--- src/hdl/rbt_pkg.sv ---
// rbt_pkg: constants and tables shared by the range and bearing pipeline
// holds the cordic arctangent table and the inverse gain table
// no dependencies
package rbt_pkg;

  localparam int COORD_WIDTH_DEF   = 14;
  localparam int CORDIC_STAGES_DEF = 16;
  localparam int MAX_STAGES        = 24;
  localparam int GUARD_BITS        = 12;
  localparam int ANGLE_W           = 32;
  localparam int GAIN_W            = 26;
  localparam int GAIN_FRAC         = 26;
  localparam int BAM_W             = 16;
  localparam int DIST_W            = 15;
  localparam int MUL_SPLIT         = 16;

  localparam logic [ANGLE_W-1:0] HALF_TURN   = 32'h8000_0000;
  localparam logic [ANGLE_W-1:0] BAM_ROUND   = 32'h0000_8000;
  localparam logic [BAM_W-1:0]   BAM_HALF    = 16'h8000;
  localparam logic [DIST_W-1:0]  DIST_MAX    = 15'h7FFF;

  // round(atan(2^-i) * 2^32 / (2*pi))
  function automatic logic [ANGLE_W-1:0] rbt_atan(input int idx);
    logic [ANGLE_W-1:0] a;
    case (idx)
      0:       a = 32'h20000000;
      1:       a = 32'h12E4051E;
      2:       a = 32'h09FB385B;
      3:       a = 32'h051111D4;
      4:       a = 32'h028B0D43;
      5:       a = 32'h0145D7E1;
      6:       a = 32'h00A2F61E;
      7:       a = 32'h00517C55;
      8:       a = 32'h0028BE53;
      9:       a = 32'h00145F2F;
      10:      a = 32'h000A2F98;
      11:      a = 32'h000517CC;
      12:      a = 32'h00028BE6;
      13:      a = 32'h000145F3;
      14:      a = 32'h0000A2FA;
      15:      a = 32'h0000517D;
      16:      a = 32'h000028BE;
      17:      a = 32'h0000145F;
      18:      a = 32'h00000A30;
      19:      a = 32'h00000518;
      20:      a = 32'h0000028C;
      21:      a = 32'h00000146;
      22:      a = 32'h000000A3;
      23:      a = 32'h00000051;
      default: a = '0;
    endcase
    return a;
  endfunction

  // inverse cordic gain in q26, nearest entry for the stage count
  function automatic logic [GAIN_W-1:0] rbt_gain(input int stages);
    logic [GAIN_W-1:0] k;
    if (stages <= 8) begin
      k = 26'd40752469;
    end else if (stages == 9) begin
      k = 26'd40752158;
    end else if (stages == 10) begin
      k = 26'd40752081;
    end else if (stages == 11) begin
      k = 26'd40752061;
    end else if (stages == 12) begin
      k = 26'd40752056;
    end else begin
      k = 26'd40752055;
    end
    return k;
  endfunction

endpackage

--- src/hdl/rbt_cordic_stage.sv ---
// rbt_cordic_stage: one vectoring micro-rotation with its pipeline register
// depends on rbt_pkg for the arctangent table
module rbt_cordic_stage import rbt_pkg::*; #(
  parameter int IDX = 0,
  parameter int XW  = COORD_WIDTH_DEF + GUARD_BITS + 3
) (
  input  logic                      clk,
  input  logic                      rst,
  input  logic                      in_valid,
  output logic                      in_ready,
  input  logic signed [XW-1:0]      x_in,
  input  logic signed [XW-1:0]      y_in,
  input  logic        [ANGLE_W-1:0] z_in,
  input  logic        [BAM_W-1:0]   heading_in,
  input  logic                      zero_in,
  output logic                      out_valid,
  input  logic                      out_ready,
  output logic signed [XW-1:0]      x,
  output logic signed [XW-1:0]      y,
  output logic        [ANGLE_W-1:0] z,
  output logic        [BAM_W-1:0]   heading,
  output logic                      zero
);

  localparam logic [ANGLE_W-1:0] ATAN = rbt_atan(IDX);

  logic signed [XW-1:0] xsh, ysh;

  assign xsh = x_in >>> IDX;
  assign ysh = y_in >>> IDX;

  assign in_ready = !out_valid || out_ready;

  always_ff @(posedge clk) begin
    if (rst) begin
      out_valid <= 1'b0;
    end else if (in_ready) begin
      out_valid <= in_valid;
    end
  end

  always_ff @(posedge clk) begin
    if (in_ready && in_valid) begin
      if (!y_in[XW-1]) begin
        x <= x_in + ysh;
        y <= y_in - xsh;
        z <= z_in + ATAN;
      end else begin
        x <= x_in - ysh;
        y <= y_in + xsh;
        z <= z_in - ATAN;
      end
      heading <= heading_in;
      zero    <= zero_in;
    end
  end

endmodule

--- config.mk ---
export PLATFORM = sky130hd
export DESIGN_NAME = rbt_cordic_stage
export DESIGN_NICKNAME = d
export VERILOG_FILES = /design/src/hdl/rbt_pkg.sv /design/src/hdl/rbt_cordic_stage.sv
export SDC_FILE = /design/constraint.sdc
export NUM_CORES = 1
export LEC_CHECK = 0
export ABC_CLOCK_PERIOD_IN_PS = 3800
export BUFFER_PORTS_ARGS = -buffer_cell sky130_fd_sc_hd__buf_2
export CORE_MARGIN = 2
export CORE_UTILIZATION = 40
export DETAILED_ROUTE_END_ITERATION = 16
export PLACE_DENSITY = 0.66
export SLEW_MARGIN = 20
export SYNTH_ARGS = -nofsm -noshare
export SYNTH_HDL_FRONTEND = slang
export SYNTH_SLANG_ARGS = --single-unit
--- constraint.sdc ---
create_clock -name clk -period 3.8 [get_ports clk]
set_input_delay 0.76 -clock clk [delete_from_list [all_inputs] [get_ports clk]]
set_output_delay 0.76 -clock clk [all_outputs]
set_load 0.005 [all_outputs]
* After elaboration in Yosys (flattened, before gate mapping) *
Cells that the tools add are included.

operators by class
  add/sub/neg operators = 5
  $mul = 0
  divide/modulo/power cells = 0
  magnitude comparators = 0
  eq/ne operators = 0
  shifts and indexed selects = 0
  mux-type cells = 3
  bitwise gates (word level) = 0
  reductions and logical operators = 3

operators by type and width
  kind                                                 count
  two-way mux 29 bit                                   2
  subtractor 29 bit                                    2
  adder 32 x 30 -> 32 bit, second input constant       1
  two-way mux 32 bit                                   1
  subtractor 32 x 30 -> 32 bit, second input constant  1
  adder 29 bit                                         1
  logical AND 1 bit                                    1
  logical NOT 1 bit                                    1
  logical OR 1 bit                                     1

word-level totals
  register bits after elaboration = 108
  bits in latches = 0
  memory bits (writable) = 0
  bits in read-only memories = 0
  output and inout port bits = 109
  logic and storage cells = 17
  memories = 0

* Logic depth before layout (Yosys ltp) *
  depth after elaboration = 3
  depth in mapped cells = 12
  depth with buffers taken out = 12

* Least setup slack after synthesis *
Ideal clock, no wire load.

  path kind = input -> register
  start = input out_ready
  end = register heading[0] (enable)
  setup time = 0.477 ns
  data arrival time = 3.376 ns
  required time = 3.323 ns
  slack = -0.053 ns
  stages = 2
  buffers on the path = 0
  cell sequence = nand2b_1 > and2_1

between the ends
  cells in the longest elaborated chain, start to end = 2

ends and longest elaborated chain
  element               line                    RTL
  from (decl)           rbt_cordic_stage.sv:17  input logic out_ready,
  logical OR 1 bit      rbt_cordic_stage.sv:32  assign in_ready = !out_valid || out_ready;
  logical AND 1 bit     rbt_cordic_stage.sv:43  if (in_ready && in_valid) begin
  to (signal assigned)  rbt_cordic_stage.sv:53  heading <= heading_in;
  to (decl)             rbt_cordic_stage.sv:21  output logic [BAM_W-1:0] heading,

No other way between the ends.
A chain may end at the register's enable or synchronous reset.

* Final worst setup path *
  start = input y_in[0]
  end = register y[28], data pin

between the ends
  cells in the longest elaborated chain, start to end = 2
  elaborated cells on any way between the ends = 3
  classes of those cells = add/sub (2); mux (1)

ends and longest elaborated chain
  element                                                   line                                            RTL
  from (decl)                                               rbt_cordic_stage.sv:12                          input logic signed [XW-1:0] y_in,
  subtractor 29 bit / adder 29 bit (equally long branches)  rbt_cordic_stage.sv:46, rbt_cordic_stage.sv:50
  two-way mux 29 bit (*)                                    rbt_cordic_stage.sv:44                          if (!y_in[XW-1]) begin
  to (signal assigned)                                      rbt_cordic_stage.sv:46                          y <= y_in - xsh;
  to (signal assigned)                                      rbt_cordic_stage.sv:50                          y <= y_in + xsh;
  to (decl)                                                 rbt_cordic_stage.sv:19                          output logic signed [XW-1:0] y,

Mark *: on every way between the ends. The rest lies on a longest branch, timed or not.

==> impl_results.md <==
- Status: complete, no violations
- IO Count: between 200 and 250
- Top cell type's share of synthesized area: 0.3873
- CP cell instances: buf_2, inv_1, ha_1, fa_1, nand2b_1, a21oi_1, o21ai_1, o2111ai_1, a311oi_1, buf_4, o211ai_1, o211ai_2, xor2_1
- Peak supply drop: about 0.21 mV
- Setup TNS: 0 ps
- Starting density of the core: 0.4074
- DR pass1 iterations: 6
- Largest cells by area after synthesis: edfxtp_1 (39%), ha_1 (14%), a21oi_1 (6.2%), xnor2_1 (5.6%), inv_1 (4.1%)
- TritonCTS Buffers: 9
- Via Count: approximately 7200
- CTS max path bufs: 2
- CP peak stage delay: 450 ps
- Required @ worst endpoint: roughly 3900 ps
- GR Util All Layers: 0.2090
- Cell variety after synth: 74
- Final setup vio count: 0
- Max-slew headroom: 0.4240
- Worst-skew pair later-pin latency: between 300 and 400 ps
- Critical Path AT: roughly 3400 ps
- Crit start category: input pin
- CTS Sinks: between 100 and 150
- Routability congestion estimate: roughly 0.9
- MaxCap Viol Count: 0
- GR Overflow Total: 0
- Detailed-route wire length per cell: between 15 and 20 um
- Seq/Total Area, Yosys: 0.3898
- Final Critical Period: 3317 ps
- # DRC: 0
- Pin count of the biggest net entering global routing: 73
- Starting DRT DRC Count: roughly 850
- Vias/cell: approximately 5.3
- Slowest stage cell, crit path: o2111ai_1
- Total Routed Length: 23430 um
- EDFF count, synth: roughly 110
- Post_cts resized: 0
- Cell taking the most area after synthesis: edfxtp_1
- Input/output buffers: around 220
- Leak pwr: ~4.4 nW
- Synthesized net count: 1067
- Synth Warn #: 0
- Post-synthesis cell count: 861
- Hold Crit Class: flop to flop
- Pwr dens: about 350 mW/mm2
- Final Max Tran Viols: 0
- Kind of critical path: input pin to flop
- Final design utilization: 0.4928
- Synth Area per Inst: roughly 9.5 um2
- Fin cells: approximately 1400
- Fmax: roughly 0.30 GHz
- Cell Area, Synth: roughly 0.008 mm2
- Seq cells post-synth: ~110
- Synth Flop Type: edfxtp_1
- N_diodes: 0
- Global-route wire length before repair: approximately 36000 um
- Vias in the first global route: ~6600
- Rows: 52
- Crit-path max FO: 4
- Hold Slack: 542.7 ps
- Placed Instances: about 1300
- Worst Tran Pin Value: ~860 ps
- Final nets: between 1000 and 1500
- Initial antenna violation count: 0
- Htree depth: 3
- Layout cells sized above 1: 0.2627
- Post-CTS Setup Repair Bufs: 0
- Core area: ~0.020 mm2
- Final period util: 0.8729
- Area of the die: 0.02171 mm2
- FILL cells: 1912
- Chip Width: about 150 um
- RSZ-0062 raised after global routing: false
- CP endpoint kind: flop
- Hold Buf Count CTS: 0
- Detail Placement HPWL: a little under 20000 um
- Ys async rst share: 0
- Worst Clk Skew: between 5 and 6 ps
- CTS tree: done
- CTS clk-pin slew, worst paths: approximately 80 ps
- CTS root buffer: clkbuf_16
- Die H: approximately 150 um
- Fin. Hold Viols: 0
- ANT nets after route: 0
- Area grow syn2layout: 20.95%
[kinds of logic after synthesis]
| logic type | count (synthesis) | synth area share |
|---|---|---|
| XOR/XNOR | 56 | 0.05968 |
| buffers and inverters | 132 | 0.06516 |
| multiplexers | 12 | 0.01462 |
| AND/OR/NAND/NOR | 197 | 0.1159 |
| flip-flops | 107 | 0.3898 |
| adder cells (fa/ha/maj) | 95 | 0.1483 |
| AO/OA/AOI/OAI | 262 | 0.2066 |
[power breakdown]
group          switching, W  internal (W)  total, W
Combinational      0.000679      0.000457   0.00114
Sequential        0.0000360       0.00147   0.00150
Clock              0.000431      0.000456  0.000887
Total               0.00115       0.00238   0.00353
[worst max-delay path, delay by kind of cell]
family,cells,cell delay (ps)
AO/OA/AOI/OAI,6,1430
XOR/XNOR,1,150
adder cells (fa/ha/maj),2,580
buffers and inverters,3,310
AND/OR/NAND/NOR,1,170
[area by class of cell]
cell class / count / area, um2 / area share
Sequential cell: 107 / 3203 / 0.3223
Clock inverter: 7 / 65.06 / 0.006546
Timing Repair Buffer: 240 / 1266 / 0.1274
Clock buffer: 9 / 225.2 / 0.02266
Tap cell: 270 / 337.8 / 0.03399
Inverter: 96 / 360.3 / 0.03625
Multi-Input combinational cell: 622 / 4482 / 0.4509
[cell usage in the layout, fill, tap and decap left out, drive strengths merged, types with 18 or more instances in the layout]
master  instances
nand2          39
buf           240
edfxtp        106
nor2           74
xnor2          53
ha             91
inv            93
nor3           18
o21bai         21
a21oi         103
o21ai          61
[through the flow]
stage	worst slack, ps	total power [W]	instance area [um2]
detailed placement	213.6	0.002654	9649
CTS	562.4	0.003545	9940
global placement	216.8	0.002651	9649
finish	483.0	0.003525	9940
global route	351.6	0.003726	9940
floorplan	807.8	0.002213	8219
[final timing paths]
path                           from                endpoint  slack [ps]  depth (start not counted)
max                         y_in[0]         y[28]$_DFFE_PP_         480                         13
min          out_valid$_SDFFE_PP0N_  out_valid$_SDFFE_PP0N_         540                          2
min reg2reg  out_valid$_SDFFE_PP0N_  out_valid$_SDFFE_PP0N_         540                          2
max reg2reg  out_valid$_SDFFE_PP0N_         x[12]$_DFFE_PP_        2240                          3
[state kept, by name (all words and copies together) (netlist names)]
| name | cells |
|---|---|
| x | 28 |
| z | 32 |
| zero | 1 |
| out_valid | 1 |
| heading | 16 |
| y | 29 |
[routing by layer]
layer / global-route usage / part of all wire / vias to the layer above
li1: - / - / 3489
met1: 0.3135 / 0.47 / 3317
met2: 0.3252 / 0.44 / 350
met3: 0.02484 / 0.075 / 27
met4: 0.04423 / 0.015 / 0
met5: 0 / 0 / -
[cell usage after synthesis (5+ instances only)]
cell and count:
a211oi_1 7, a21o_1 6, a21oi_1 102, buf_2 14, clkbuf_1 13, edfxtp_1 106, ha_1 91, inv_1 90
mux2i_1 12, nand2_1 38, nand2b_1 11, nand3_1 11, nand4_1 10, nor2_1 74, nor2b_1 8, nor3_1 17
o211ai_1 12, o21a_1 7, o21ai_0 47, o21ai_1 9, o21ai_2 5, o21bai_1 21, o22ai_1 5, xnor2_1 53
No activity file was read; power rests on OpenSTA's default activity.
