### src/hdl/rbt_pkg.sv
// rbt_pkg: constants and tables shared by the range and bearing pipeline
// holds the cordic arctangent table and the inverse gain table
// no dependencies
package rbt_pkg;

  localparam int COORD_WIDTH_DEF   = 14;
  localparam int CORDIC_STAGES_DEF = 16;
  localparam int MAX_STAGES        = 24;
  localparam int GUARD_BITS        = 12;
  localparam int ANGLE_W           = 32;
  localparam int GAIN_W            = 26;
  localparam int GAIN_FRAC         = 26;
  localparam int BAM_W             = 16;
  localparam int DIST_W            = 15;
  localparam int MUL_SPLIT         = 16;

  localparam logic [ANGLE_W-1:0] HALF_TURN   = 32'h8000_0000;
  localparam logic [ANGLE_W-1:0] BAM_ROUND   = 32'h0000_8000;
  localparam logic [BAM_W-1:0]   BAM_HALF    = 16'h8000;
  localparam logic [DIST_W-1:0]  DIST_MAX    = 15'h7FFF;

  // round(atan(2^-i) * 2^32 / (2*pi))
  function automatic logic [ANGLE_W-1:0] rbt_atan(input int idx);
    logic [ANGLE_W-1:0] a;
    case (idx)
      0:       a = 32'h20000000;
      1:       a = 32'h12E4051E;
      2:       a = 32'h09FB385B;
      3:       a = 32'h051111D4;
      4:       a = 32'h028B0D43;
      5:       a = 32'h0145D7E1;
      6:       a = 32'h00A2F61E;
      7:       a = 32'h00517C55;
      8:       a = 32'h0028BE53;
      9:       a = 32'h00145F2F;
      10:      a = 32'h000A2F98;
      11:      a = 32'h000517CC;
      12:      a = 32'h00028BE6;
      13:      a = 32'h000145F3;
      14:      a = 32'h0000A2FA;
      15:      a = 32'h0000517D;
      16:      a = 32'h000028BE;
      17:      a = 32'h0000145F;
      18:      a = 32'h00000A30;
      19:      a = 32'h00000518;
      20:      a = 32'h0000028C;
      21:      a = 32'h00000146;
      22:      a = 32'h000000A3;
      23:      a = 32'h00000051;
      default: a = '0;
    endcase
    return a;
  endfunction

  // inverse cordic gain in q26, nearest entry for the stage count
  function automatic logic [GAIN_W-1:0] rbt_gain(input int stages);
    logic [GAIN_W-1:0] k;
    if (stages <= 8) begin
      k = 26'd40752469;
    end else if (stages == 9) begin
      k = 26'd40752158;
    end else if (stages == 10) begin
      k = 26'd40752081;
    end else if (stages == 11) begin
      k = 26'd40752061;
    end else if (stages == 12) begin
      k = 26'd40752056;
    end else begin
      k = 26'd40752055;
    end
    return k;
  endfunction

endpackage

### src/hdl/rbt_prep.sv
// rbt_prep: position difference and half-plane fold ahead of the cordic
// one register stage with valid/ready
// depends on rbt_pkg
module rbt_prep import rbt_pkg::*; #(
  parameter int COORD_WIDTH = COORD_WIDTH_DEF,
  parameter int XW          = COORD_WIDTH_DEF + GUARD_BITS + 3
) (
  input  logic                          clk,
  input  logic                          rst,
  input  logic                          in_valid,
  output logic                          in_ready,
  input  logic signed [COORD_WIDTH-1:0] target_x,
  input  logic signed [COORD_WIDTH-1:0] target_y,
  input  logic signed [COORD_WIDTH-1:0] own_x,
  input  logic signed [COORD_WIDTH-1:0] own_y,
  input  logic        [BAM_W-1:0]       own_heading,
  output logic                          out_valid,
  input  logic                          out_ready,
  output logic signed [XW-1:0]          x,
  output logic signed [XW-1:0]          y,
  output logic        [ANGLE_W-1:0]     z,
  output logic        [BAM_W-1:0]       heading,
  output logic                          zero
);

  logic signed [COORD_WIDTH:0] dx, dy;
  logic signed [XW-1:0]        xs, ys;

  assign dx = {target_x[COORD_WIDTH-1], target_x} - {own_x[COORD_WIDTH-1], own_x};
  assign dy = {target_y[COORD_WIDTH-1], target_y} - {own_y[COORD_WIDTH-1], own_y};
  assign xs = XW'(dx) <<< GUARD_BITS;
  assign ys = XW'(dy) <<< GUARD_BITS;

  assign in_ready = !out_valid || out_ready;

  always_ff @(posedge clk) begin
    if (rst) begin
      out_valid <= 1'b0;
    end else if (in_ready) begin
      out_valid <= in_valid;
    end
  end

  always_ff @(posedge clk) begin
    if (in_ready && in_valid) begin
      // left half plane: rotate by half a turn first
      if (dx < 0) begin
        x <= -xs;
        y <= -ys;
        z <= HALF_TURN;
      end else begin
        x <= xs;
        y <= ys;
        z <= '0;
      end
      heading <= own_heading;
      zero    <= (dx == 0) && (dy == 0);
    end
  end

endmodule

### config.mk
export PLATFORM = sky130hd
export DESIGN_NAME = rbt_prep
export DESIGN_NICKNAME = d
export VERILOG_FILES = /design/src/hdl/rbt_pkg.sv /design/src/hdl/rbt_prep.sv
export SDC_FILE = /design/constraint.sdc
export NUM_CORES = 1
export LEC_CHECK = 0
export ABC_AREA = 1
export BUFFER_PORTS_ARGS = -buffer_cell sky130_fd_sc_hd__buf_2
export CAP_MARGIN = 10
export CORE_MARGIN = 3
export CORE_UTILIZATION = 50
export DETAILED_ROUTE_END_ITERATION = 16
export PLACE_DENSITY = 0.82
export SETUP_SLACK_MARGIN = 0.3
export SLEW_MARGIN = 5
export SYNTH_ARGS = -nofsm -noshare
export SYNTH_HDL_FRONTEND = slang
export SYNTH_SLANG_ARGS = --single-unit
### constraint.sdc
create_clock -name clk -period 4.85 [get_ports clk]
set_input_delay 0.485 -clock clk [delete_from_list [all_inputs] [get_ports clk]]
set_output_delay 0.485 -clock clk [all_outputs]
set_load 0.05 [all_outputs]
Yosys cells after proc, flatten, opt, wreduce, memory -nomap -nowiden --
Index checks and enable logic that the tools add are counted. W data, S select, Z words.
Word-level totals: register bits 108, bits of input ports 76, output and inout bits 109, word-level logic and storage cells 22
Cells by class: add/sub/neg operators 4, magnitude comparators 1, multiplexer cells 3, reductions and logical operators 6
Operators by type and width (number):
- $logic_not A32 Y1 | 2
- $mux W29 | 2
- $neg A27 Y29 | 2
- $mux W32 | 1
- $sub A14 B14 Y15 | 2
- $lt A15 B1 Y1 const B | 1
- $logic_and A1 B1 Y1 | 2
- $logic_not A1 Y1 | 1
- $logic_or A1 B1 Y1 | 1

Depth between registers and ports, before layout --
word-level depth 3, mapped depth 18, mapped depth without buffers 18

Least setup slack after synthesis --
No wires, ideal clock.
path kind reg-to-reg, start point register out_valid, end point register heading[0], enable pin, setup time 479 ps, data arrival time 3117 ps, required time 4371 ps, slack 1254 ps, stages on the path, launching flop included 2, path buffers 0, period minus slack after synthesis 3596 ps, cell sequence dfxtp_1 -> a21oi_1
On the way: word-level cells in the longest chain between the ends 3
Ends and longest elaborated chain:
- from (decl) | line rbt_prep.sv:17 | output logic out_valid,
- from (signal assigned) | line rbt_prep.sv:40 | out_valid <= in_valid;
- $logic_not A1 Y1 | line rbt_prep.sv:34 | assign in_ready = !out_valid || out_ready;
- $logic_or A1 B1 Y1 | line rbt_prep.sv:34
- $logic_and A1 B1 Y1 | line rbt_prep.sv:45 | if (in_ready && in_valid) begin
- to (signal assigned) | line rbt_prep.sv:56 | heading <= own_heading;
- to (decl) | line rbt_prep.sv:22 | output logic [BAM_W-1:0] heading,
Every way passes these cells. A chain may end at the register's enable or synchronous reset.

Final worst setup path --
start point input target_x[0], end point register x[28], data pin
On the way: word-level cells in the longest chain between the ends 3, elaborated cells between the ends (all ways) 4, classes of those cells 2 x add/sub; 1 x order compare; 1 x mux
Ends and longest elaborated chain:
- from (decl) | line rbt_prep.sv:12 | input logic signed [COORD_WIDTH-1:0] target_x,
- $sub A14 B14 Y15 * | line rbt_prep.sv:29 | assign dx = {target_x[COORD_WIDTH-1], target_x} - {own_x[COORD_WIDTH-1], own_x};
- $neg A27 Y29 or $lt A15 B1 Y1 (tied branches) | line rbt_prep.sv:48, rbt_prep.sv:47
- $mux W29 * | line rbt_prep.sv:47 | if (dx < 0) begin
- to (signal assigned) | line rbt_prep.sv:48 | x <= -xs;
- to (signal assigned) | line rbt_prep.sv:52 | x <= xs;
- to (decl) | line rbt_prep.sv:19 | output logic signed [XW-1:0] x,
Every way passes the cells marked *; elsewhere a longest branch is shown, timed or not.

==> impl_summary.md <==
Status
The run finished with clean final reports.

Synthesis
After synthesis, the largest family of logic cells by area is simple AND/OR/NAND/NOR gates. The synthesized netlist devotes around 3.2% of its cell area to compound gates. Averaged over all synthesized cells, the footprint is 7.36 um^2. The multiplexer fraction of the synthesized cell area is 0%.

The count of flip-flops with a built-in enable after synthesis is 52. After Yosys synthesis, and, or, nand and nor cells account for 31.3% of the synthesized area. The number of instances in the synthesized netlist is 645. After synthesis, the share of flip-flops with an asynchronous set or reset is 0%.

Among all flip-flop cells after synthesis, the most frequent one is edfxtp_1. In this run, distinct cell masters in the synthesized netlist total 34. The share of the Yosys chip area taken by registers is 33.3%. The Yosys step of the flow raised 0 warnings. Summing every instance area after synthesis gives 4750 um^2. The synthesized flop and latch total is 53. The post-synthesis share of cell area spent on full adders, half adders and majority gates is 9.28%.

The fraction of synthesized cell area in xor and xnor cells is 3.85%.

Worst setup path
The critical path goes through buf_2 -> inv_1 -> ha_1 -> inv_1 -> fa_1 -> nand2_1 -> nand2_2 -> nand3_2 -> nand2_2 -> nand3_1 -> nand3_1 -> nand2_2 -> inv_2 -> ha_1 -> inv_1 -> nor2_1. In this design, the stage delay of the slowest critical-path cell is 440 ps. In this run the critical register-to-register path is captured at x[19]$_DFFE_PP_.

Data arrives at the worst endpoint at 2840 ps. The worst path required time is 4890 ps. The worst setup path is captured at a flip-flop. The worst setup path is of the in2reg kind. The number of buffers and inverters on the critical path is 5.

STA classifies the critical path startpoint as a primary input. Along the worst path, the maximum fanout reaches 31. Among cell families on the critical path, the largest total delay comes from simple AND/OR/NAND/NOR gates. The first element of the critical path is target_x[0]. For this design, the slowest cell found on the critical path is nand2_2.

For flop-to-flop paths, the worst setup slack is 3480 ps. The startpoint of the worst register-to-register path is out_valid$_SDFFE_PP0N_. The number of cells on the worst reg-to-reg path is 2.

Worst hold path
For hold timing, the worst endpoint is out_valid$_SDFFE_PP0N_. The hold path startpoint is rst. The worst hold path was traced through 2 stages. The type of the worst min-delay path is in2reg.

Drt
The total met3 wirelength after detailed routing is 937 um. For this block, wires on met1 add up to 4290 um. The remaining antenna violation count after routing is 0.

The residual DRC count is 0. Signal routing reaches up to met4. The final layout contains routed wiring with a total length of slightly above 9000 um.

Using the TritonRoute via totals, the vias-per-cell ratio works out to 4.53. The number of design-rule violations left by the first detailed-router iteration is 140. The via total after detailed routing is 4,098. The wire length per cell after detailed routing is 10.3 um. For this run, the detailed router's first-pass iteration total came to 5.

The routed design uses roughly 4000 um of met2 wire.

Timing
The max-slew violation total from the final report came to 0. Headroom to the max-slew limit came out at 59.4%. The final worst-path cycle share is around 58%.

The shortest period the worst path allows is around 2800 ps. The number of hold violations in the final report was 0. The final hold slack is 335 ps. The top achievable clock speed is 358 MHz. Setup repair after global routing left no endpoint under its margin.

Setup violations remaining at the end of the flow were counted as 0. The actual slew at the worst max-slew pin is 609 ps. The maximum clock skew at final layout is 1.56 ps. The setup total negative slack is 0 ps.

Floorplanning
The die is 103 um tall. The starting density of the core is 52.9%. The row count is 34. The area enclosed by the die boundary is roughly 11,000 um^2.

The total area inside the core boundary comes to 8980 um^2. 185 I/O pins were placed. From left edge to right edge, the die measures about 100 um.

CTS
The clock-pin slew on the worst setup and hold paths is roughly 80 ps. The CTS sink count is 53. The insertion delay to the later sink of the worst-skew pair is 290 ps. The clock root buffer master is clkbuf_8.

The number of buffers on the longest clock path is 2. TritonCTS built the clock tree. The number of buffers inserted by hold repair at cts is 0. The number of gates resized after CTS was 0. The buffers inserted during post-CTS setup optimization is 0. Buffers inserted during clock tree synthesis total 5.

The total number of H-tree levels is 2.

Global routing
The via count of the first global-routing pass is approximately 3.4k. Entering global routing, the biggest net connects between 50 and 60 pins. Global routing consumed, over all layers together, about 17% of the routing resources.

The first global-routing pass estimated 14,800 um of wire. The aggregate global routing overflow is 0. The initial antenna violation count is 0.

Placement
The routability-driven placement congestion ratio is roughly 0.88. Detailed placement ended at an HPWL of 7970 um. In this run the tool buffered the top-level ports with 129 buffer cells.

Cells and area
The number of fillers in the final layout is 826. The number of antenna cells inserted is 0. The fraction of final layout cells sized beyond drive strength 1 is 23.1%. From synthesis to final layout, the design area changed by 13.9%.

The post-layout net count is 887.

Power and ir drop
Power spread over the standard cell area amounts to 302 nW/um^2. The maximum ir drop on the vdd rail is 0.151 mV. In this run the static leakage power is about 3.0 nW.

Job
Across the run, the number of max-cap violations was 0.
==> registers in the layout, summed over array words and instances, names as in the netlist <==
name	count
x	17
z	1
out_valid	1
zero	1
heading	16
y	17
==> cell type report <==
class                           instances  area [um^2]  share of cell area, %
Clock inverter                          1         7.51                  0.139
Timing Repair Buffer                  130          653                   12.1
Multi-Input combinational cell        471         2480                   45.9
Inverter                              116          435                   8.06
Tap cell                              126          158                   2.92
Sequential cell                        53         1580                   29.3
Clock buffer                            7         86.3                   1.60
==> power by group <==
| group | switching [mW] | internal (mW) |
|---|---|---|
| sequential | 0.0112 | 0.582 |
| combinational | 0.592 | 0.202 |
| clock | 0.127 | 0.116 |
| total | 0.731 | 0.900 |
==> metrics by stage <==
step           std cells  setup WS (ps)  area, um^2  utilization (%)  power, mW
6_report             904           2060        5410             60.2       1.63
5_1_grt              904           1840        5410             60.2       1.74
4_1_cts              904           2070        5410             60.2       1.64
3_5_place_dp         896           1750        5310             59.2       1.40
3_3_place_gp         896           1830        5310             59.2       1.39
2_1_floorplan        700           1250        4950                -       1.28
==> logic make-up after synthesis <==
kind of cell               after synthesis
AOI/OAI and AO/OA                       27
xor gates and xnor gates                20
adders and majority gates               34
buffers and inverters                  176
DFF                                     53
other                                    1
and+or+nand+nor                        334
==> layer usage <==
layer | track usage [%] | up-vias
li1 | - | 2168
met1 | 24.7 | 1746
met2 | 26.8 | 177
met3 | 2.35 | 7
met4 | 3.59 | 0
met5 | 0 | -
==> worst register-to-register path: stages, from the launching register on <==
cell,delay [ps]
dfxtp_1,350
a21oi_4,140
buf_4,510
==> how the worst max path moves through the flow <==
stage	end	slack, ps	cells after the start
2_1_floorplan	heading[0]$_DFFE_PP_	1250	1
3_3_place_gp	x[28]$_SDFFCE_PN0P_	1830	16
3_5_place_dp	x[28]$_SDFFCE_PN0P_	1750	16
4_1_cts	x[28]$_SDFFCE_PN0P_	2070	16
5_1_grt	x[28]$_SDFFCE_PN0P_	1840	16
6_report	x[28]$_SDFFCE_PN0P_	2060	16
==> cell usage after synthesis (all sizes together) (2+ instances only) <==
library cell	number	area [um^2]
or2	2	15.0
a21o	2	15.0
nand3b	5	37.5
inv	116	435
nand2	209	817
buf	60	463
nand4	9	56.3
nor3	5	30.0
nand3	53	295
fa	2	40.0
xor2	11	104
a21oi	20	108
edfxtp	52	1560
xnor2	9	78.8
ha	32	400
o21ai	3	15.0
nor2	50	230
==> cells in the final DEF, fill, tap and decap left out, types with 2 or more instances in the layout <==
cell | netlist | final
conb_1 | 1 | 56
a21oi_2 | 2 | 2
inv_2 | 4 | 4
buf_2 | 1 | 129
edfxtp_1 | 52 | 52
ha_1 | 32 | 32
clkbuf_8 | 0 | 6
a21oi_1 | 18 | 17
nor3_1 | 4 | 4
nor2_2 | 11 | 11
nand3_2 | 6 | 6
nor2_1 | 37 | 37
fa_1 | 2 | 2
xnor2_1 | 9 | 9
o21ai_1 | 2 | 2
xor2_1 | 10 | 10
a21o_1 | 2 | 2
nand2_2 | 13 | 13
inv_1 | 112 | 112
nor2_4 | 2 | 2
nand3b_1 | 5 | 5
nand2_1 | 196 | 196
nand4_1 | 9 | 9
nand3_1 | 47 | 47
Note: power is estimated with default switching activity, not from simulation.
