## src/hdl/rbt_pkg.sv

```systemverilog
// rbt_pkg: constants and tables shared by the range and bearing pipeline
// holds the cordic arctangent table and the inverse gain table
// no dependencies
package rbt_pkg;

  localparam int COORD_WIDTH_DEF   = 14;
  localparam int CORDIC_STAGES_DEF = 16;
  localparam int MAX_STAGES        = 24;
  localparam int GUARD_BITS        = 12;
  localparam int ANGLE_W           = 32;
  localparam int GAIN_W            = 26;
  localparam int GAIN_FRAC         = 26;
  localparam int BAM_W             = 16;
  localparam int DIST_W            = 15;
  localparam int MUL_SPLIT         = 16;

  localparam logic [ANGLE_W-1:0] HALF_TURN   = 32'h8000_0000;
  localparam logic [ANGLE_W-1:0] BAM_ROUND   = 32'h0000_8000;
  localparam logic [BAM_W-1:0]   BAM_HALF    = 16'h8000;
  localparam logic [DIST_W-1:0]  DIST_MAX    = 15'h7FFF;

  // round(atan(2^-i) * 2^32 / (2*pi))
  function automatic logic [ANGLE_W-1:0] rbt_atan(input int idx);
    logic [ANGLE_W-1:0] a;
    case (idx)
      0:       a = 32'h20000000;
      1:       a = 32'h12E4051E;
      2:       a = 32'h09FB385B;
      3:       a = 32'h051111D4;
      4:       a = 32'h028B0D43;
      5:       a = 32'h0145D7E1;
      6:       a = 32'h00A2F61E;
      7:       a = 32'h00517C55;
      8:       a = 32'h0028BE53;
      9:       a = 32'h00145F2F;
      10:      a = 32'h000A2F98;
      11:      a = 32'h000517CC;
      12:      a = 32'h00028BE6;
      13:      a = 32'h000145F3;
      14:      a = 32'h0000A2FA;
      15:      a = 32'h0000517D;
      16:      a = 32'h000028BE;
      17:      a = 32'h0000145F;
      18:      a = 32'h00000A30;
      19:      a = 32'h00000518;
      20:      a = 32'h0000028C;
      21:      a = 32'h00000146;
      22:      a = 32'h000000A3;
      23:      a = 32'h00000051;
      default: a = '0;
    endcase
    return a;
  endfunction

  // inverse cordic gain in q26, nearest entry for the stage count
  function automatic logic [GAIN_W-1:0] rbt_gain(input int stages);
    logic [GAIN_W-1:0] k;
    if (stages <= 8) begin
      k = 26'd40752469;
    end else if (stages == 9) begin
      k = 26'd40752158;
    end else if (stages == 10) begin
      k = 26'd40752081;
    end else if (stages == 11) begin
      k = 26'd40752061;
    end else if (stages == 12) begin
      k = 26'd40752056;
    end else begin
      k = 26'd40752055;
    end
    return k;
  endfunction

endpackage

```

## src/hdl/rbt_post.sv

```systemverilog
// rbt_post: gain correction of the magnitude and bearing fold
// two register stages: split multiply and relative bearing, then sum, round, saturate and fold
// depends on rbt_pkg
module rbt_post import rbt_pkg::*; #(
  parameter int XW     = COORD_WIDTH_DEF + GUARD_BITS + 3,
  parameter int STAGES = CORDIC_STAGES_DEF
) (
  input  logic                      clk,
  input  logic                      rst,
  input  logic                      in_valid,
  output logic                      in_ready,
  input  logic signed [XW-1:0]      x_in,
  input  logic        [ANGLE_W-1:0] z_in,
  input  logic        [BAM_W-1:0]   heading_in,
  input  logic                      zero_in,
  output logic                      out_valid,
  input  logic                      out_ready,
  output logic        [DIST_W-1:0]  distance,
  output logic        [BAM_W-1:0]   bearing_abs
);

  localparam logic [GAIN_W-1:0] GAIN = rbt_gain(STAGES);
  localparam int UW    = XW - 1;
  localparam int HW    = UW - MUL_SPLIT;
  localparam int LOW_W = MUL_SPLIT + GAIN_W;
  localparam int HIW   = HW + GAIN_W;
  localparam int SW    = XW + GAIN_W;
  localparam int SHIFT = GUARD_BITS + GAIN_FRAC;
  localparam int QW    = SW - SHIFT;

  // stage a
  logic              a_valid, a_ready;
  logic [LOW_W-1:0]  p_lo;
  logic [HIW-1:0]    p_hi;
  logic [BAM_W-1:0]  rel;

  logic [UW-1:0]      xu;
  logic [ANGLE_W-1:0] z_rnd;
  logic [BAM_W-1:0]   ang;

  assign xu    = x_in[XW-1] ? '0 : x_in[UW-1:0];
  assign z_rnd = z_in + BAM_ROUND;
  assign ang   = zero_in ? '0 : z_rnd[ANGLE_W-1:ANGLE_W-BAM_W];

  assign in_ready = !a_valid || a_ready;

  always_ff @(posedge clk) begin
    if (rst) begin
      a_valid <= 1'b0;
    end else if (in_ready) begin
      a_valid <= in_valid;
    end
  end

  always_ff @(posedge clk) begin
    if (in_ready && in_valid) begin
      p_lo <= LOW_W'(xu[MUL_SPLIT-1:0]) * LOW_W'(GAIN);
      p_hi <= HIW'(xu[UW-1:MUL_SPLIT]) * HIW'(GAIN);
      rel  <= ang - heading_in;
    end
  end

  // stage b
  logic [SW-1:0] sum;
  logic [QW-1:0] q;
  logic [63:0]   q64;

  assign sum = (SW'(p_hi) << MUL_SPLIT) + SW'(p_lo) + (SW'(1) << (SHIFT - 1));
  assign q   = sum[SW-1:SHIFT];
  assign q64 = 64'(q);

  assign a_ready = !out_valid || out_ready;

  always_ff @(posedge clk) begin
    if (rst) begin
      out_valid <= 1'b0;
    end else if (a_ready) begin
      out_valid <= a_valid;
    end
  end

  always_ff @(posedge clk) begin
    if (a_ready && a_valid) begin
      distance    <= (q64 > 64'(DIST_MAX)) ? DIST_MAX : q64[DIST_W-1:0];
      // negative half folds over; half a turn maps onto itself
      bearing_abs <= rel[BAM_W-1] ? (BAM_W'(0) - rel) : rel;
    end
  end

endmodule
```

## config.mk

```make
export PLATFORM = sky130hd
export DESIGN_NAME = rbt_post
export DESIGN_NICKNAME = d
export VERILOG_FILES = /design/src/hdl/rbt_pkg.sv /design/src/hdl/rbt_post.sv
export SDC_FILE = /design/constraint.sdc
export NUM_CORES = 1
export LEC_CHECK = 0
export BUFFER_PORTS_ARGS = -buffer_cell sky130_fd_sc_hd__buf_4
export CORE_ASPECT_RATIO = 0.5
export CORE_UTILIZATION = 55
export CTS_CLUSTER_SIZE = 40
export DETAILED_ROUTE_END_ITERATION = 12
export GPL_ROUTABILITY_DRIVEN = 0
export PLACE_DENSITY = 0.74
export SLEW_MARGIN = 20
export SYNTH_ARGS = -nofsm -noshare
export SYNTH_HDL_FRONTEND = slang
export SYNTH_SLANG_ARGS = --single-unit
```

## constraint.sdc

```tcl
create_clock -name clk -period 23.7 [get_ports clk]
set_clock_uncertainty 0.05 [all_clocks]
set_input_delay 7.11 -clock clk [delete_from_list [all_inputs] [get_ports clk]]
set_output_delay 7.11 -clock clk [all_outputs]
set_load 0.01 [all_outputs]
```

Yosys cells after proc, flatten, opt, wreduce, memory -nomap -nowiden. Cells that the tools add are included.

Logic and storage cells: 25. Register bits: 129.

Reductions and logical operators: 6. $add $sub $neg: 5. Mux-type cells: 3. Multiply operators: 2. Order comparisons: 1.

Operator list (number): adder 54 x 42 -> 55 bit (1); adder 55 x 38 -> 55 bit (second input constant) (1); multiplier 16 x 26 -> 42 bit (second input constant) (1); multiplier 12 x 26 -> 38 bit (second input constant) (1); adder 32 x 16 -> 32 bit (second input constant) (1); 2-to-1 mux 28 bit (1); > comparator 17 x 15 -> 1 bit (second input constant) (1); 2-to-1 mux 16 bit (1); subtractor 1 x 16 -> 16 bit (first input constant) (1); subtractor 16 bit (1); 2-to-1 mux 15 bit (1); logical AND 1 bit (2); logical NOT 1 bit (2); logical OR 1 bit (2).

Longest topological paths before layout. Gate-level depths: netlist of run 1.

Word-level depth: 4. Gate-level depth with buffers: 25. Depth with buffers taken out: 24.

Least setup slack after synthesis of run 1. No wires, ideal clock.

Path type: input to output. Start: in out_ready. End: out in_ready. Buffers on the path: 0. Arrival time: 7.424 ns. Stages: 2. Path slack: 9.116 ns. Path through: nor2b_1 > nand2_1.

Longest elaborated chain between the ends: 2.

Ends and longest elaborated chain: from (decl) (RTL line rbt_post.sv:17) `input logic out_ready,`; logical OR 1 bit (RTL line rbt_post.sv:72) `assign a_ready = !out_valid || out_ready;`; logical OR 1 bit (RTL line rbt_post.sv:45) `assign in_ready = !a_valid || a_ready;`; to (decl) (RTL line rbt_post.sv:11) `output logic in_ready,`.

Every way passes these cells.

Worst setup path after layout of run 1. Ends and elaborated chain as after synthesis.

==> results of run 1 <==
-- cell families (layout without fill, tap and decap cells) --
| logic type | Yosys count | in the layout | synth area share, % |
|---|---|---|---|
| AOI/OAI and AO/OA | 257 | 257 | 9.29 |
| xor gates and xnor gates | 97 | 97 | 4.56 |
| adders and majority gates | 588 | 588 | 50.6 |
| buffers and inverters | 461 | 585 | 9.29 |
| DFF | 113 | 113 | 18.1 |
| and+or+nand+nor | 297 | 297 | 8.17 |
-- area by class of cell --
| class | instances | share of cell area, % |
|---|---|---|
| multi-input cells | 1239 | 66.0 |
| repair buffers | 100 | 3.66 |
| clock inverters | 15 | 0.835 |
| well taps | 441 | 2.69 |
| inverters | 453 | 8.28 |
| flip-flops and latches | 113 | 16.4 |
| clock buffers | 17 | 2.07 |
-- registers in the layout, summed over array words and instances (netlist names) --
name,count
a_valid,1
bearing_abs,16
distance,15
out_valid,1
p_hi,38
p_lo,26
rel,16
-- power breakdown --
| group | total (mW) | switching, mW | internal [mW] |
|---|---|---|---|
| Sequential | 0.399 | 0.0287 | 0.370 |
| Combinational | 1.94 | 1.11 | 0.833 |
| Clock | 0.259 | 0.101 | 0.158 |
-- per-layer routing --
| layer | part of all wire [%] | wire length (um) |
|---|---|---|
| met5 | 0 | 0 |
| met2 | 46 | 18700 |
| met3 | 6.6 | 2660 |
| met1 | 44 | 17800 |
| met4 | 2.9 | 1180 |
-- worst max-delay path: cells and delay by family --
family	cells	cell delay, ns
AND/OR/NAND/NOR	2	0.44
buffers and inverters	2	0.27
-- per-stage QoR --
| step | worst slack [ns] | std cells | cell area [um2] | utilization, % | hold WS (ns) |
|---|---|---|---|---|---|
| 2_1_floorplan | 9.12 | 1813 | 18600 | - | 0.428 |
| 3_3_place_gp | 8.74 | 2346 | 19900 | 60.0 | 0.460 |
| 3_5_place_dp | 8.72 | 2346 | 19900 | 60.0 | 0.457 |
| 4_1_cts | 8.72 | 2378 | 20500 | 61.8 | 0.471 |
| 5_1_grt | 8.68 | 2378 | 20500 | 61.8 | 0.522 |
| 6_report | 8.72 | 2378 | 20500 | 61.8 | 0.473 |
-- worst paths after layout --
check,startpoint,end,slack [ns],cells past startpoint
hold / removal,a_valid$_SDFFE_PP0N_,out_valid$_SDFFE_PP0P_,0.47,2
setup / recovery,out_ready,in_ready,8.72,4
hold reg to reg,a_valid$_SDFFE_PP0N_,out_valid$_SDFFE_PP0P_,0.47,2
setup reg to reg,p_lo[18]$_DFFE_PP_,distance[5]$_SDFFCE_PN1P_,19.55,11
-- placed cells by master (no fill, tap or decap), types with 10 or more instances in the layout --
cell type,n
nand2_1,56
xor2_1,36
buf_4,100
clkbuf_16,17
o21a_1,15
nor2b_1,27
and3_1,16
ha_1,311
fa_1,277
edfxtp_1,111
nor3_1,15
o21ai_1,10
or2_2,11
nand2b_1,31
nor2_1,67
nand3_1,28
nand4_1,11
a21oi_1,74
o21ai_0,44
a21o_1,29
inv_1,453
xnor2_1,61
-- cells in the mapped netlist (5+ instances only) --
library cell	n	share of area, %
a211oi_1	5	0.20
edfxtp_1	111	18
nor3_1	15	0.40
o21bai_1	9	0.36
o21a_1	15	0.60
or2_2	11	0.37
o211ai_1	5	0.20
o21ai_0	44	1.2
fa_1	277	30
a21oi_1	74	2.0
clkbuf_1	7	0.14
and2_1	7	0.23
nand2b_1	31	1.0
a31oi_1	5	0.17
or3_1	9	0.30
inv_1	453	9.1
a21o_1	29	1.2
o31ai_1	8	0.32
o21ai_1	10	0.27
and3_1	16	0.54
xnor2_1	61	2.9
nand4_1	11	0.37
nor2_1	67	1.3
a21boi_0	6	0.24
ha_1	311	21
nand2_1	56	1.1
xor2_1	36	1.7
a211o_1	5	0.23
nand3_1	28	0.75
nor2b_1	28	0.94
==> flow_summary_export.csv, run 1 <==
group,metric,value,unit
synth,synth-edff-count,111,
drt,wl,40300,um
cells_and_area,diodes,0,
min_path,hold_path_class,"reg2reg",
floorplanning,fp.dieW,262,um
clocking,cts.sink_count,113,
global_route,grt_pass1_vias,13300,
worst_setup_path,worst-path-max-fanout,4,
timing,finalCritPeriodShare,63.2,%
synth,async_flop_share,0,%
cells_and_area,drive_gt1_share,8.21,%
clocking,ctsResizeCount,0,
timing,hold_viol,0,
timing,worst_pin_slew,1.03,ns
synth,synth_nets,2483,
clocking,cts_root_buf,"clkbuf_16",
worst_setup_path,cpPeakStageDelay,0.30,ns
drt,drtAntennaViolNets,0,
synth,yosysSeqAreaShare,18.1,%
clocking,holdBufCountCts,0,
global_route,grt_pass1_wl,67700,um
clocking,cts_buffer_depth,2,
clocking,clock_latency,0.44,ns
synth,synth.cell_area,18600,um2
floorplanning,core_area,33200,um2
drt,vias,12700,
cells_and_area,area_growth,10.1,%
floorplanning,die_area,34700,um2
drt,wl_per_cell,17.0,um
power,pwr_density_cell,126,nW/um2
timing,setup_violations,0,
outcome,status,"complete, no violations",
synth,ys_types,64,
synth,synth_cells,1813,
synth,synth_ff_type,"edfxtp_1",
cells_and_area,register_area,3370,um2
clocking,clkTransAtPathRegs,0.06,ns
drt,drc,0,
global_route,grt_max_degree,78,
worst_setup_path,cp_cell_sequence,"buf_4 > nor2b_1 > nand2_1 > buf_4",
floorplanning,rows,47,
global_route,grtUsageMet1,32.8,%
global_route,busiest_layer,"met2",
worst_setup_path,worst_ep_arrival_time,7.82,ns
worst_setup_path,crit_slowest_cell,"nor2b_1",
drt,firstDrtPassIters,5,
placement,dp_hpwl,35100,um
timing,tns,0,ns
drt,drtIter0Drc,747,
global_route,met3_usage,6.54,%
timing,relSlewSlack,31.5,%
timing,rsz0062_at_grt,"false",
power,power,2.60,mW
worst_setup_path,crit_path_start_kind,"input port",
cells_and_area,nFillCells,2676,
global_route,antenna_found_initial,0,
clocking,cts_htree_levels,4,
global_route,grt_overflow_total,0,
global_route,grt_use_met2,40.5,%
floorplanning,io_pins,115,
worst_setup_path,worst-setup-path-type,"in2out",
worst_setup_path,endpoint_kind,"output port",
cells_and_area,multi_input_area,13600,um2
timing,min_period,14.98,ns
floorplanning,initial_core_util,56.1,%
worst_setup_path,cp.required,16.54,ns
synth,yosys_warnings,0,
clocking,numCtsBuffers,17,
worst_setup_path,cpMostUsedCell,"buf_4",
synth,syn_area_per_cell,10.3,um2
power,p_leak,10.6,nW
synth,ys_ff_latch,113,
global_route,track_usage,25.1,%
placement,port_buffers,99,
cells_and_area,nNetsFinal,2594,
drt,via_per_inst,5.33,
clocking,cts_setup_buffers,0,
timing,timing.final.max_slew_violations,0,
power,peakVddDrop,0.0819,mV
timing,max_freq,0.0668,GHz
job,cap_violations,0,
clocking,cts_tree,"done",
floorplanning,die_h,132,um
(Power assumes the default switching activity.)
==> inputs of run 2 (changes only) <==
--- a/config.mk
+++ b/config.mk
@@ -5,13 +5,14 @@
 export SDC_FILE = /design/constraint.sdc
 export NUM_CORES = 1
 export LEC_CHECK = 0
+export ABC_AREA = 1
 export BUFFER_PORTS_ARGS = -buffer_cell sky130_fd_sc_hd__buf_4
 export CORE_ASPECT_RATIO = 0.5
 export CORE_UTILIZATION = 55
 export CTS_CLUSTER_SIZE = 40
 export DETAILED_ROUTE_END_ITERATION = 12
 export GPL_ROUTABILITY_DRIVEN = 0
-export PLACE_DENSITY = 0.74
+export PLACE_DENSITY = 0.77
 export SLEW_MARGIN = 20
 export SYNTH_ARGS = -nofsm -noshare
 export SYNTH_HDL_FRONTEND = slang
==> constraint.sdc (replaced) <==
create_clock -name clk -period 13 [get_ports clk]
set_clock_uncertainty 0.05 [all_clocks]
set_input_delay 3.9 -clock clk [delete_from_list [all_inputs] [get_ports clk]]
set_output_delay 3.9 -clock clk [all_outputs]
set_load 0.01 [all_outputs]
==> flow_summary_export.csv, run 2 <==
group,metric,value,unit
drt,wl,54500,um
floorplanning,die_area,39400,um2
min_path,min_to,"bearing_abs[0]$_DFFE_PP_",
clocking,numCtsBuffers,17,
cells_and_area,nNetsFinal,3389,
timing,fin_ws,3.39,ns
global_route,antenna_found_initial,0,
worst_setup_path,cp.required,13.13,ns
min_path,hold_path_class,"reg2reg",
synth,synth_ff_type,"edfxtp_1",
cells_and_area,largest_register_ffs,38,
synth,async_flop_share,0,%
clocking,cts_buffer_depth,2,
global_route,busiest_layer,"met2",
timing,setup_violations,0,
timing,tns,0,ns
synth,ys_ff_latch,113,
cells_and_area,final_common_cell,"inv_1",
global_route,grt_max_degree,71,
floorplanning,core_area,37700,um2
drt,firstDrtPassIters,6,
worst_setup_path,reg2reg_from,"p_lo[28]$_DFFE_PP_",
cells_and_area,multi_input_area,15400,um2
cells_and_area,nFillCells,3181,
clocking,holdBufCountCts,0,
min_path,hold_depth,0,
timing,hold_viol,0,
synth,yosys_warnings,0,
timing,finalCritPeriodShare,73.9,%
power,comb_power_share,79.9,%
worst_setup_path,worstReg2RegEnd,"distance[5]$_SDFFCE_PN1P_",
synth,synth_top_area_share,26.2,%
global_route,track_usage,28.7,%
synth,netlist_top_cells_count,"639 x inv_1, 504 x nand2_1, 311 x ha_1",
drt,via_per_inst,5.37,
power,swShare,55.9,%
worst_setup_path,crit_path_start_kind,"input port",
timing,relSlewSlack,40.4,%
synth,synth_top_area_cell,"fa_1",
min_path,min-delay-start,"rel[0]$_DFFE_PP_",
worst_setup_path,cp-startpoint,"x_in[28]",
placement,dp_hpwl,47800,um
power,power.internal,2.68,mW
worst_setup_path,worst-setup-path-type,"in2reg",
global_route,grt_overflow_total,0,
power,p_leak,12.6,nW
synth,synth_area_leaders,"fa_1 26%, ha_1 18%, edfxtp_1 16%",
power,peakVddDrop,0.178,mV
job,cap_violations,0,
timing,rsz0062_at_grt,"false",
cells_and_area,diodes,0,
cells_and_area,top_regs,"p_hi x38, p_lo x26",
synth,yosysSeqAreaShare,15.9,%
cells_and_area,final_cell_mix,"638 x inv_1, 504 x nand2_1, 311 x ha_1, 277 x fa_1, 214 x nor2_1",
synth,ys_types,44,
power,pwr_density_cell,262,nW/um2
synth,synth_cells,2604,
timing,max_freq,0.104,GHz
cells_and_area,register_area,3370,um2
clocking,cts.sink_count,113,
synth,synth_nets,3274,
cells_and_area,drive_gt1_share,5.97,%
timing,timing.final.max_slew_violations,0,
clocking,clkTransAtPathRegs,0.07,ns
global_route,met3_usage,6.20,%
cells_and_area,area_growth,9.51,%
cells_and_area,largest_register,"p_hi",
synth,syn_area_per_cell,8.14,um2
clocking,ctsResizeCount,0,
drt,drtAntennaViolNets,0,
outcome,status,"complete, no violations",
placement,post-place-ws,3.06,ns
clocking,clock_latency,0.43,ns
placement,port_buffers,99,
worst_setup_path,r2r_slack,10.31,ns
clocking,cts_root_buf,"clkbuf_16",
power,seq_power_share,12.1,%
global_route,grt_pass1_vias,17300,
clocking,cts_tree,"done",
drt,wl_per_cell,16.7,um
floorplanning,io_pins,115,
global_route,grt_use_met2,46.3,%
synth,post-synth-top-count-cell,"inv_1",
global_route,grt_pass1_wl,88000,um
worst_setup_path,worst_ep_arrival_time,9.74,ns
drt,drtIter0Drc,1658,
power,netSwitchingPower,3.40,mW
floorplanning,initial_core_util,56.3,%
timing,min_period,9.61,ns
worst_setup_path,worst-path-max-fanout,11,
drt,vias,17500,
drt,drc,0,
floorplanning,die_h,141,um
worst_setup_path,reg2reg_depth,10,
synth,synth.cell_area,21200,um2
global_route,grtUsageMet1,40.0,%
floorplanning,fp.dieW,280,um
power,clkPwrFrac,8.0,%
clocking,cts_htree_levels,4,
worst_setup_path,endpoint_kind,"flip-flop",
timing,worst_pin_slew,0.894,ns
clocking,cts_setup_buffers,0,
floorplanning,rows,50,
synth,synth-edff-count,111,
==> run 2: metal layers <==
metal  share of wire (%)  vias up  wire length, um
met3                 9.3       67             5050
met1                  43     8299            23500
met5                   0        -                0
li1                    -     8396                -
met4                 1.7        0              930
met2                  46      709            25000
==> run 2: layout make-up <==
| class | instances | area share [%] |
|---|---|---|
| multi-input combinational | 1845 | 66.3 |
| sequential | 113 | 14.5 |
| inverter | 641 | 10.4 |
| timing repair buffer | 101 | 3.35 |
| tap | 520 | 2.80 |
| clock buffer | 17 | 1.83 |
| clock inverter | 15 | 0.782 |
==> run 2: worst max path at each step <==
stage,to,cells after the start,slack [ns]
after CTS,p_lo[37]$_DFFE_PP_,22,3.51
after floorplan,p_lo[39]$_DFFE_PP_,26,3.66
after global placement,p_lo[39]$_DFFE_PP_,25,3.11
after global routing,p_lo[37]$_DFFE_PP_,22,3.08
final,p_lo[39]$_DFFE_PP_,23,3.39
after detailed placement,p_lo[37]$_DFFE_PP_,22,3.06
==> run 2: power groups by stage <==
stage          registers (mW)  clock network, mW  logic (mW)
2_1_floorplan           0.726                  0        3.44
3_3_place_gp            0.742                  0        4.65
3_5_place_dp            0.745                  0        4.72
4_1_cts                 0.739              0.489        4.77
5_1_grt                 0.748              0.504        5.46
6_report                0.738              0.485        4.85
==> run 2: per-stage QoR <==
| stage | util [%] | total power, mW | instances | hold WS [ns] | instance area (um2) |
|---|---|---|---|---|---|
| floorplan | - | 4.17 | 2604 | 0.376 | 21200 |
| global placement | 59.9 | 5.39 | 3219 | 0.387 | 22600 |
| detailed placement | 59.9 | 5.47 | 3219 | 0.411 | 22600 |
| CTS | 61.5 | 6.00 | 3251 | 0.433 | 23200 |
| global route | 61.6 | 6.71 | 3252 | 0.436 | 23200 |
| finish | 61.6 | 6.08 | 3252 | 0.438 | 23200 |
==> run 2: worst max-delay path, cell delays in order <==
cell and delay (ns):
buf_4 0.19, nor2_1 0.65, ha_1 0.48, fa_1 0.63
inv_1 0.08, fa_1 0.55, inv_1 0.07, fa_1 0.53
inv_1 0.05, fa_1 0.45, fa_1 0.51, inv_1 0.04
ha_1 0.35, a21oi_1 0.27, inv_1 0.07, nor2_1 0.22
nor2_1 0.06, nor2_1 0.15, nand2_1 0.11, nand2_1 0.13
nand3_1 0.10, nand2_1 0.07, nand2_1 0.05
==> run 2: logic make-up (layout without fill, tap and decap cells) <==
logic type               count (synthesis)  in the layout  synth area share, %
flip-flops                             113            113                 15.9
AND/OR/NAND/NOR                        911            911                 17.9
buffers and inverters                  646            774                 11.5
adder cells (fa/ha/maj)                588            588                 44.5
AO/OA/AOI/OAI                          282            282                 7.51
XOR/XNOR                                64             64                 2.64
==> inputs of run 3 (changes only) <==
--- a/config.mk
+++ b/config.mk
@@ -5,14 +5,14 @@
 export SDC_FILE = /design/constraint.sdc
 export NUM_CORES = 1
 export LEC_CHECK = 0
-export ABC_AREA = 1
+export ABC_AREA = 0
 export BUFFER_PORTS_ARGS = -buffer_cell sky130_fd_sc_hd__buf_4
 export CORE_ASPECT_RATIO = 0.5
 export CORE_UTILIZATION = 55
 export CTS_CLUSTER_SIZE = 40
 export DETAILED_ROUTE_END_ITERATION = 12
 export GPL_ROUTABILITY_DRIVEN = 0
-export PLACE_DENSITY = 0.77
+export PLACE_DENSITY = 0.74
 export SLEW_MARGIN = 20
 export SYNTH_ARGS = -nofsm -noshare
 export SYNTH_HDL_FRONTEND = slang
==> constraint.sdc (replaced) <==
create_clock -name clk -period 10 [get_ports clk]
set_clock_uncertainty 0.05 [all_clocks]
set_input_delay 3 -clock clk [delete_from_list [all_inputs] [get_ports clk]]
set_output_delay 3 -clock clk [all_outputs]
set_load 0.01 [all_outputs]
==> flow_summary_export.csv, run 3 (synthesis gave the netlist of run 1 again) <==
group,metric,value,unit
cells_and_area,area_growth,10.1,%
placement,port_buffers,99,
cells_and_area,nNetsFinal,2602,
worst_setup_path,crit_path_start_kind,"input port",
timing,hold_viol,0,
clocking,holdBufCountCts,0,
clocking,cts_buffer_depth,2,
clocking,clkTransAtPathRegs,0.06,ns
floorplanning,die_area,34700,um2
timing,timing.final.max_slew_violations,0,
power,pwr_density_cell,296,nW/um2
cells_and_area,drive_gt1_share,8.59,%
timing,worst_pin_slew,1.01,ns
drt,wl_met2,19000,um
drt,wl,40600,um
min_path,hold_depth,2,
timing,rsz0062_at_grt,"false",
drt,wl_met3,2000,um
global_route,grt_overflow_total,0,
global_route,track_usage,25.2,%
floorplanning,rows,47,
floorplanning,io_pins,115,
job,cap_violations,0,
floorplanning,die_h,132,um
worst_setup_path,endpoint_kind,"flip-flop",
drt,via_per_inst,5.33,
worst_setup_path,cp.required,10.11,ns
clocking,clock_latency,0.42,ns
drt,drtAntennaViolNets,0,
drt,vias,12700,
timing,min_period,9.24,ns
power,power,6.08,mW
floorplanning,core_area,33200,um2
timing,finalCritPeriodShare,92.4,%
worst_setup_path,worst-path-max-fanout,31,
clocking,cts.sink_count,113,
drt,wl_per_cell,17.0,um
min_path,hold_path_class,"reg2reg",
global_route,antenna_found_initial,0,
power,peakVddDrop,0.187,mV
cells_and_area,diodes,0,
global_route,grt_pass1_wl,68300,um
drt,firstDrtPassIters,5,
clocking,cts_tree,"done",
cells_and_area,largest_register_ffs,38,
cells_and_area,multi_input_area,13600,um2
drt,top_layer_used,"met4",
cells_and_area,register_area,3370,um2
cells_and_area,largest_register,"p_hi",
clocking,ctsResizeCount,0,
clocking,numCtsBuffers,17,
worst_setup_path,worst_ep_arrival_time,9.35,ns
timing,max_freq,0.108,GHz
worst_setup_path,worst-setup-path-type,"in2reg",
clocking,cts_setup_buffers,0,
timing,tns,0,ns
cells_and_area,nFillCells,2671,
placement,dp_hpwl,35400,um
cells_and_area,final_common_cell,"inv_1",
worst_setup_path,reg2reg_depth,11,
power,p_leak,10.6,nW
drt,wl_met1,18500,um
floorplanning,initial_core_util,56.1,%
cells_and_area,final_cell_mix,"453 x inv_1, 311 x ha_1, 277 x fa_1, 111 x edfxtp_1, 108 x buf_4",
global_route,grt_pass1_vias,13500,
timing,setup_violations,0,
clocking,cts_root_buf,"clkbuf_16",
timing,holdWs,0.465,ns
global_route,grt_max_degree,78,
floorplanning,fp.dieW,262,um
clocking,cts_htree_levels,4,
cells_and_area,top_regs,"p_hi x38, p_lo x26",
drt,drc,0,
drt,drtIter0Drc,699,
outcome,status,"complete, no violations",
timing,relSlewSlack,32.4,%
## run 3: changes by cell type in the layout (fill, tap and decap cells not counted), sizes merged, moves of 26 or more
| cell | change |
|---|---|
| nand2 | -455 |
| inv | -188 |
| nor2 | -152 |
| nand3 | -64 |
| a21oi | -61 |
| xnor2 | +47 |
| nand2b | +31 |
| nor2b | +28 |
| o21ai | -28 |
| nand4 | -26 |
## run 3: final timing paths
check	slack (ns)	from	to
worst max-delay path	0.76	x_in[28]	p_lo[34]$_DFFE_PP_
worst max register to register	5.89	p_lo[20]$_DFFE_PP_	distance[4]$_SDFFCE_PN1P_
worst min register to register	0.47	a_valid$_SDFFE_PP0N_	out_valid$_SDFFE_PP0P_
worst min-delay path	0.47	a_valid$_SDFFE_PP0N_	out_valid$_SDFFE_PP0P_
## run 3: area by class of cell
class	instances	share of cell area [%]
clock buffers	17	2.07
clock inverters	15	0.555
well taps	441	2.69
flip-flops and latches	113	16.4
multi-input cells	1239	66.0
repair buffers	108	3.95
inverters	453	8.28
## run 3: metal layers
| metal | track usage, % | vias to the layer above |
|---|---|---|
| li1 | - | 6163 |
| met1 | 34.4 | 6214 |
| met2 | 41.0 | 275 |
| met3 | 4.48 | 56 |
| met4 | 8.07 | 0 |
| met5 | 0 | - |
## run 3: critical path, cell delays in order
cell and delay, ns:
buf_4 0.31, nand2b_1 0.22, inv_1 0.20, fa_1 0.59
inv_1 0.06, fa_1 0.52, fa_1 0.45, fa_1 0.58
inv_1 0.07, fa_1 0.54, inv_1 0.06, fa_1 0.54
inv_1 0.05, ha_1 0.38, nand2_1 0.07, o21ai_0 0.36
nand3_1 0.13, o31a_1 0.17, a31o_2 0.31, a41oi_1 0.33
a21oi_1 0.16, o21bai_1 0.17, xor2_1 0.08
## run 3: through the flow
stage	setup slack, ns	util (%)	area (um2)	cells
2_1_floorplan	1.08	-	18600	1813
3_3_place_gp	0.421	60.2	20000	2354
3_5_place_dp	0.346	60.2	20000	2354
4_1_cts	0.774	61.8	20500	2386
5_1_grt	0.462	61.8	20500	2386
6_report	0.761	61.8	20500	2386
## run 3: power by group
part	internal (mW)	switching, mW
logic	1.97	2.62
registers	0.878	0.0657
clock network	0.317	0.230
total	3.16	2.92
